--- src/rtl/assert_macros.svh ---
// Assertion helpers for the range table RTL.
`ifndef ASSERT_MACROS_SVH
`define ASSERT_MACROS_SVH

// Same-cycle implication, disabled during reset.
`define IMR_ASSERT_NOW(label, clk, rst_n, cond, prop) \
  label: assert property (@(posedge clk) disable iff (!rst_n) (cond) |-> (prop)) \
    else $error("same-cycle check failed");

// Next-cycle implication, disabled during reset.
`define IMR_ASSERT_NEXT(label, clk, rst_n, cond, prop) \
  label: assert property (@(posedge clk) disable iff (!rst_n) (cond) |=> (prop)) \
    else $error("next-cycle check failed");

`endif

--- src/rtl/imr_pkg.sv ---
// ----------------------------------------------------------------------------
// imr_pkg
// Types and codes for the interval map range table.
// ----------------------------------------------------------------------------
package imr_pkg;

  localparam int KEY_W   = 32;
  localparam int VAL_W   = 8;
  localparam int STAT_W  = 2;
  localparam int COUNT_W = 5;

  localparam logic OP_ASSIGN = 1'b0;
  localparam logic OP_LOOKUP = 1'b1;

  localparam logic [STAT_W-1:0] STAT_DONE  = 2'd0;
  localparam logic [STAT_W-1:0] STAT_EMPTY = 2'd1;
  localparam logic [STAT_W-1:0] STAT_FULL  = 2'd2;

  typedef struct packed {
    logic                    operation;
    logic signed [KEY_W-1:0] key_begin;
    logic signed [KEY_W-1:0] key_end;
    logic [VAL_W-1:0]        new_value;
  } in_word_t;

  typedef struct packed {
    logic [VAL_W-1:0]   read_value;
    logic [STAT_W-1:0]  status;
    logic [COUNT_W-1:0] entry_count;
  } out_word_t;

  typedef struct packed {
    logic [KEY_W-1:0] key;
    logic [VAL_W-1:0] value;
  } entry_t;

  typedef enum logic [2:0] {
    S_IDLE,
    S_LOCATE,
    S_SCAN,
    S_COMMIT,
    S_DONE
  } state_t;

  typedef enum logic [1:0] {
    PH_BEGIN,
    PH_END,
    PH_DONE
  } phase_t;

endpackage

--- src/rtl/imr_cell.sv ---
// ----------------------------------------------------------------------------
// imr_cell
// One boundary slot: takes its neighbour's entry or a loaded entry.
// ----------------------------------------------------------------------------
module imr_cell
  import imr_pkg::*;
(
  input  logic   clk,
  input  logic   shift_en,
  input  entry_t shift_in,
  input  logic   load_en,
  input  entry_t load_in,
  output entry_t entry
);

  entry_t entry_r;

  // load wins over shift
  always_ff @(posedge clk) begin
    if (load_en) begin
      entry_r <= load_in;
    end else if (shift_en) begin
      entry_r <= shift_in;
    end
  end

  assign entry = entry_r;

endmodule

--- src/rtl/interval_map_range_table.sv ---
// ----------------------------------------------------------------------------
// interval_map_range_table
// Sorted boundary table with interval assign and point lookup.
// ----------------------------------------------------------------------------
// The table is a row of DEPTH boundary cells, sorted by signed key, plus a
// scratch row of the same size. A lookup compares every cell with the key at
// once and picks the last boundary at or below it (the default register when
// there is none), with the result moved through the locate and done states
// into the output register. An assign first looks up the value at key_end,
// then rotates the table row once round (DEPTH steps) through cell 0; each
// head entry below key_begin or above key_end is passed to the scratch row,
// with the begin and end boundaries slotted in at their place, and any entry
// whose value equals the one before it is dropped. If the result fits, the
// scratch row is copied back into the table row; otherwise the table is left
// as it was and status reports full. An empty interval goes straight to the
// done state. One word is worked on at a time; the result sits in an output
// register, so the next word is taken while the last result is still stalled.
// ----------------------------------------------------------------------------
`include "assert_macros.svh"

module interval_map_range_table
  import imr_pkg::*;
#(
  parameter int DEPTH = 16
) (
  input  logic             clk,
  input  logic             rst_n,
  input  logic             in_valid,
  output logic             in_stall,
  input  in_word_t         in_word,
  output logic             out_valid,
  input  logic             out_stall,
  output out_word_t        out_word,
  input  logic             cfg_we,
  input  logic [VAL_W-1:0] cfg_wdata
);

  localparam int SW = $clog2(DEPTH + 1);  // step and count width
  localparam int MW = $clog2(DEPTH + 2);  // scratch fill, may pass DEPTH

  // rows of cells
  entry_t tbl [DEPTH];
  entry_t res [DEPTH];

  logic [DEPTH-1:0] sel_v;
  logic [DEPTH-1:0] last_v;

  state_t            state_r, state_nxt;
  phase_t            phase_r, phase_nxt;
  in_word_t          item_r, item_nxt;
  logic [SW-1:0]     count_r, count_nxt;
  logic [SW-1:0]     step_r, step_nxt;
  logic [MW-1:0]     m_r, m_nxt;
  logic [VAL_W-1:0]  default_r;
  logic [VAL_W-1:0]  end_val_r, end_val_nxt;
  logic [VAL_W-1:0]  prev_r, prev_nxt;
  logic [VAL_W-1:0]  res_val_r, res_val_nxt;
  logic [STAT_W-1:0] stat_r, stat_nxt;
  logic              out_valid_r, out_valid_nxt;
  out_word_t         out_word_r, out_word_nxt;

  logic signed [KEY_W-1:0] probe;
  logic [VAL_W-1:0]        hit_or;
  logic [VAL_W-1:0]        hit_val;

  logic   rot;
  logic   commit_we;
  logic   emit_go;
  logic   emit_keep;
  logic   emit_we;
  entry_t emit_e;
  logic   head_valid;
  logic   head_lt;
  logic   head_gt;
  logic   out_free;

  // lookup key for a lookup, end key for an assign
  assign probe = (item_r.operation == OP_LOOKUP) ? item_r.key_begin : item_r.key_end;

  for (genvar i = 0; i < DEPTH; i++) begin : g_cell
    imr_cell u_tbl (
      .clk      (clk),
      .shift_en (rot),
      .shift_in (tbl[(i + 1) % DEPTH]),
      .load_en  (commit_we),
      .load_in  (res[i]),
      .entry    (tbl[i])
    );

    imr_cell u_res (
      .clk      (clk),
      .shift_en (1'b0),
      .shift_in (res[i]),
      .load_en  (emit_we && (m_r == MW'(i))),
      .load_in  (emit_e),
      .entry    (res[i])
    );

    assign sel_v[i] = (SW'(i) < count_r) && ($signed(tbl[i].key) <= probe);
  end

  // last boundary at or below the probe; the row is sorted, so this is one-hot
  assign last_v = sel_v & ~{1'b0, sel_v[DEPTH-1:1]};

  always_comb begin
    hit_or = '0;
    for (int i = 0; i < DEPTH; i++) begin
      hit_or = hit_or | ({VAL_W{last_v[i]}} & tbl[i].value);
    end
  end

  assign hit_val = (|sel_v) ? hit_or : default_r;

  // head of the rotating row
  assign head_valid = step_r < count_r;
  assign head_lt    = $signed(tbl[0].key) < item_r.key_begin;
  assign head_gt    = $signed(tbl[0].key) > item_r.key_end;

  assign out_free = !out_valid_r || !out_stall;

  always_comb begin
    state_nxt     = state_r;
    phase_nxt     = phase_r;
    item_nxt      = item_r;
    count_nxt     = count_r;
    step_nxt      = step_r;
    m_nxt         = m_r;
    end_val_nxt   = end_val_r;
    prev_nxt      = prev_r;
    res_val_nxt   = res_val_r;
    stat_nxt      = stat_r;
    out_valid_nxt = out_valid_r && out_stall;
    out_word_nxt  = out_word_r;
    rot           = 1'b0;
    commit_we     = 1'b0;
    emit_go       = 1'b0;
    emit_e        = tbl[0];

    unique case (state_r)
      S_IDLE: begin
        if (in_valid) begin
          item_nxt    = in_word;
          res_val_nxt = '0;
          stat_nxt    = STAT_DONE;
          if (in_word.operation == OP_ASSIGN && !(in_word.key_begin < in_word.key_end)) begin
            stat_nxt  = STAT_EMPTY;
            state_nxt = S_DONE;
          end else begin
            state_nxt = S_LOCATE;
          end
        end
      end
      S_LOCATE: begin
        if (item_r.operation == OP_LOOKUP) begin
          res_val_nxt = hit_val;
          state_nxt   = S_DONE;
        end else begin
          end_val_nxt = hit_val;
          prev_nxt    = default_r;
          m_nxt       = '0;
          step_nxt    = '0;
          phase_nxt   = PH_BEGIN;
          state_nxt   = S_SCAN;
        end
      end
      S_SCAN: begin
        if (phase_r != PH_DONE && (step_r == SW'(DEPTH) || !(head_valid && head_lt))) begin
          // slot the new boundaries in, one a cycle, while the row holds
          emit_go = 1'b1;
          if (phase_r == PH_BEGIN) begin
            emit_e.key   = item_r.key_begin;
            emit_e.value = item_r.new_value;
            phase_nxt    = PH_END;
          end else begin
            emit_e.key   = item_r.key_end;
            emit_e.value = end_val_r;
            phase_nxt    = PH_DONE;
          end
        end else if (step_r == SW'(DEPTH)) begin
          state_nxt = S_COMMIT;
        end else begin
          rot      = 1'b1;
          step_nxt = step_r + 1'b1;
          emit_go  = head_valid && (head_lt || head_gt);
        end
      end
      S_COMMIT: begin
        if (m_r > MW'(DEPTH)) begin
          stat_nxt = STAT_FULL;
        end else begin
          commit_we = 1'b1;
          count_nxt = SW'(m_r);
        end
        state_nxt = S_DONE;
      end
      S_DONE: begin
        if (out_free) begin
          out_valid_nxt            = 1'b1;
          out_word_nxt.read_value  = res_val_r;
          out_word_nxt.status      = stat_r;
          out_word_nxt.entry_count = COUNT_W'(count_r);
          state_nxt                = S_IDLE;
        end
      end
      default: begin
        state_nxt = S_IDLE;
      end
    endcase

    // drop entries that repeat the value before them
    emit_keep = emit_go && (emit_e.value != prev_r);
    emit_we   = emit_keep && (m_r < MW'(DEPTH));
    if (emit_keep) begin
      prev_nxt = emit_e.value;
      if (m_r <= MW'(DEPTH)) begin
        m_nxt = m_r + 1'b1;
      end
    end
  end

  always_ff @(posedge clk) begin
    if (!rst_n) begin
      state_r     <= S_IDLE;
      phase_r     <= PH_BEGIN;
      count_r     <= '0;
      step_r      <= '0;
      m_r         <= '0;
      default_r   <= '0;
      out_valid_r <= 1'b0;
    end else begin
      state_r     <= state_nxt;
      phase_r     <= phase_nxt;
      count_r     <= count_nxt;
      step_r      <= step_nxt;
      m_r         <= m_nxt;
      out_valid_r <= out_valid_nxt;
      if (cfg_we) begin
        default_r <= cfg_wdata;
      end
    end
  end

  always_ff @(posedge clk) begin
    item_r     <= item_nxt;
    end_val_r  <= end_val_nxt;
    prev_r     <= prev_nxt;
    res_val_r  <= res_val_nxt;
    stat_r     <= stat_nxt;
    out_word_r <= out_word_nxt;
  end

  assign in_stall  = (state_r != S_IDLE);
  assign out_valid = out_valid_r;
  assign out_word  = out_word_r;

  `IMR_ASSERT_NOW(a_count_bound, clk, rst_n, 1'b1, count_r <= SW'(DEPTH))
  `IMR_ASSERT_NOW(a_rotation_done, clk, rst_n, state_r == S_COMMIT,
                  step_r == SW'(DEPTH) && phase_r == PH_DONE)
  `IMR_ASSERT_NEXT(a_commit_count, clk, rst_n,
                   state_r == S_COMMIT && m_r <= MW'(DEPTH), count_r == SW'($past(m_r)))

endmodule

--- config.mk ---
export PLATFORM = sky130hd
export DESIGN_NAME = interval_map_range_table
export DESIGN_NICKNAME = d
export VERILOG_FILES = /design/src/rtl/imr_pkg.sv /design/src/rtl/imr_cell.sv /design/src/rtl/interval_map_range_table.sv
export VERILOG_INCLUDE_DIRS = /design/src /design/src/rtl
export SDC_FILE = /design/constraint.sdc
export NUM_CORES = 2
export LEC_CHECK = 0
export BUFFER_PORTS_ARGS = -buffer_cell sky130_fd_sc_hd__buf_2
export CELL_PAD_IN_SITES_DETAIL_PLACEMENT = 1
export CELL_PAD_IN_SITES_GLOBAL_PLACEMENT = 2
export CORE_MARGIN = 2
export CORE_UTILIZATION = 35
export DETAILED_ROUTE_END_ITERATION = 7
export PLACE_DENSITY = 0.75
export SLEW_MARGIN = 25
export SYNTH_ARGS = -nofsm -noshare
export SYNTH_HDL_FRONTEND = slang
export SYNTH_SLANG_ARGS = --single-unit
--- constraint.sdc ---
create_clock -name clk -period 16.7 [get_ports clk]
set_clock_uncertainty 0.1 [all_clocks]
set_input_delay 0.835 -clock clk [delete_from_list [all_inputs] [get_ports clk]]
set_output_delay 0.835 -clock clk [all_outputs]
set_load 0.005 [all_outputs]
==> impl_metrics.py <==
metrics = {
    "run_status": {
        "status": "complete, no violations",
    },
    "drt": {
        "viasPerCell": 5.34,
        "drcViolationCount": 0,
        "drt_iter0_markers": 3524,
        "vias": 46078,
        "wl_mm": 211,
        "routedWlPerCell_um": 24.4,
        "ant_nets": 0,
        "dr.pass1.iters": 5,
    },
    "pwr": {
        "fin_total_pwr_mw": 8.38,
        "clockPowerShare_pct": 41.0,
        "powerDensity_mw_per_mm2": 108,
        "seqPwrFrac_pct": 48.2,
        "internal_power_mw": 6.23,
        "leakagePower_nw": 30.6,
        "combPwrFrac_pct": 10.8,
        "p_sw_share_pct": 25.6,
        "switchingPower_mw": 2.14,
        "vdd_drop_max_mv": 0.0753,
    },
    "synthesis": {
        "synth-seq-cells": 1423,
        "synth-xor-area-share_pct": 0.0901,
        "synth_common_cells": "nand2_1, edfxtp_1, ha_1, a21oi_1, clkbuf_1",
        "synth.area.top_cells": "edfxtp_1, ha_1, nand2_1",
        "synth_area_sq_mm": 0.0680,
        "yosysTopAreaCell": "edfxtp_1",
        "synth_area_per_cell_sq_um": 11.7,
        "synthFlopType": "edfxtp_1",
        "ys_types": 87,
        "yosys-mux-area-fraction_pct": 1.57,
        "synth.yosys.warnings": 0,
        "synthCells": 5792,
        "synthSimpleGateAreaFrac_pct": 15.8,
        "syn_nets": 6495,
        "synth-compound-area-share_pct": 6.75,
        "yosys.area_share.adder_pct": 11.4,
        "synthArstFlopShare_pct": 0,
        "yosysSeqAreaShare_pct": 62.4,
        "synth_most_common_cell": "nand2_1",
        "synth_top_family_by_area": "simple AND/OR/NAND/NOR gates",
        "synth_top_area_share_pct": 61.5,
        "synth_enable_flop_cells": 1394,
    },
    "global_route": {
        "grt_pass1_vias": 48363,
        "grt_pass1_wl_mm": 315,
        "grt.total_usage_pct": 21.2,
        "grt_max_degree": 175,
        "grt_overflow": 0,
        "antenna_found_initial": 5,
    },
    "final_layout": {
        "area_delta_synth_final_pct": 13.8,
        "nNetsFinal": 6679,
        "drive_gt1_share_pct": 8.93,
        "design_area_sq_mm": 0.0774,
        "fin_util_pct": 40.1,
        "n_fill_cell": 20462,
    },
    "sta": {
        "finalWorstPathRequiredPeriod_ns": 6.68,
        "timing.setup.tns_ns": 0,
        "finalCritPeriodShare_pct": 40.0,
        "tightest_slew_ns": 1.10,
        "finalMaxSlewViolations": 0,
        "finalHoldViolations": 0,
        "max_freq_mhz": 150,
        "setup_viol": 0,
        "rsz0062_at_grt": "no",
        "slew_headroom_pct": 26.3,
    },
    "clock_tree": {
        "cts_sinks": 1423,
        "clk_pin_slew_ns": 0.06,
        "hold_buffers": 0,
        "tritoncts": "yes",
        "clk_latency_ns": 0.82,
        "cts.htree.levels": 4,
        "ctsResizeCount": 0,
        "clockBufferDepth": 3,
        "postCtsSetupBuffers": 0,
        "numCtsBuffers": 158,
        "cts_root_buf": "clkbuf_16",
    },
    "die": {
        "dieHeight_um": 445,
        "core-area_sq_mm": 0.193,
        "die_width_um": 445,
        "num_rows": 161,
        "die-area_sq_mm": 0.198,
        "start_util_pct": 35.3,
        "io_pins": 103,
    },
    "critical_path": {
        "worstPathMaxFanout": 35,
        "cp_top_family": "simple AND/OR/NAND/NOR gates",
        "critPathMaxStageDelay_ns": 0.88,
        "crit_type": "reg2reg",
        "worstRegToRegCells": 15,
        "crit_required_ns": 17.24,
        "crit_path_start_kind": "register",
        "end_kind": "register",
        "crit_buf_inv": 2,
        "cp_num_cells": 15,
        "crit_chain": "buf_4, mux2i_2, buf_4, ha_1, nand2_1, nor4_1, nand2_1, nor4_1, nor4b_1, mux2i_1, nand2_1, nor3_1, nand4_1, or2_1, a211oi_1",
        "crit_path_top_delay_cell": "nor4_1",
        "cp_common_cell": "nand2_1",
        "arrival_ns": 7.22,
    },
    "flow_run": {
        "drv_cap": 0,
    },
    "worst_hold_path": {
        "whs_path_depth": 1,
        "worstHoldPathType": "in2reg",
    },
    "place": {
        "portBuffers": 102,
        "gp_congestion": 0.868,
        "dpl.hpwl_mm": 147,
        "dpl_cell_area_sq_mm": 0.0723,
    },
}
-- registers in the layout, summed over array words and instances (netlist names), 3 cells and up --
signal and count:
prev_r 8, res_val_r 8, count_r 5, m_r 5, state_r 3, g_cell.u_res.entry 640
out_word 15, step_r 5, g_cell.u_tbl.entry 640, default_r 8, item_r 73, end_val_r 8
-- cells in the final DEF, fill, tap and decap left out, types with 30 or more instances in the layout --
cell type  count
nor2_1       124
mux2i_1       61
a21oi_1      176
a21o_1        88
clkbuf_16    161
inv_1        174
edfxtp_1    1394
buf_4        101
nor4_1        30
nand3_1       92
ha_1         617
a211oi_1      38
buf_2        103
mux2i_2       31
o21ai_0      125
nor2b_1       42
nand2_1     2003
clkinv_1      30
nor3_1        52
clkbuf_1      43
nand4_1       85
-- stage by stage --
stage,setup WS (ns),hold WS (ns),instances
after floorplan,5.59,0.300,5792
after global placement,10.13,0.307,8340
after detailed placement,10.08,0.320,8341
after CTS,10.06,0.0369,8629
after global routing,9.74,0.0636,8631
final,10.02,0.0908,8634
-- kinds of logic after synthesis --
family / after synthesis
fa+ha+maj: 617
simple gates: 2586
xor+xnor: 7
flops: 1423
compound gates: 694
mux: 103
buf+inv: 362
-- path summary, 6_finish.rpt --
kind	end	start	slack (ns)
setup / recovery	res_val_r[0]	item_r[72]	10.02
hold reg to reg	out_word[5]	stat_r[0]	0.33
hold / removal	item_r[0]	in_word[0]	0.09
setup reg to reg	res_val_r[0]	item_r[72]	10.02
-- layout make-up --
type                       instances  area, sq um  area share [%]
sequential                      1423        42400            54.9
clock inverter                    84          767           0.991
clock buffer                     204         4190            5.42
multi-input combinational       4007        24700            32.0
timing repair buffer             211         1400            1.81
antenna                            4         10.0          0.0129
tap                             2526         3160            4.09
inverter                         175          657           0.849
-- layer usage --
layer	track usage (%)	vias up	wire length (um)
met2	33.6	1089	96200
met5	0	-	12
met3	2.60	280	9560
met1	29.8	23381	97200
met4	7.90	2	7690
li1	-	21326	-
-- power groups by stage --
stage | registers, mW | clock network, mW | logic, mW
2_1_floorplan | 4.10 | 0 | 0.533
3_3_place_gp | 4.11 | 0 | 0.864
3_5_place_dp | 4.11 | 0 | 0.903
4_1_cts | 4.03 | 3.51 | 0.908
5_1_grt | 4.04 | 3.62 | 1.01
6_report | 4.03 | 3.44 | 0.906
Power figures use the tool's default switching activity.
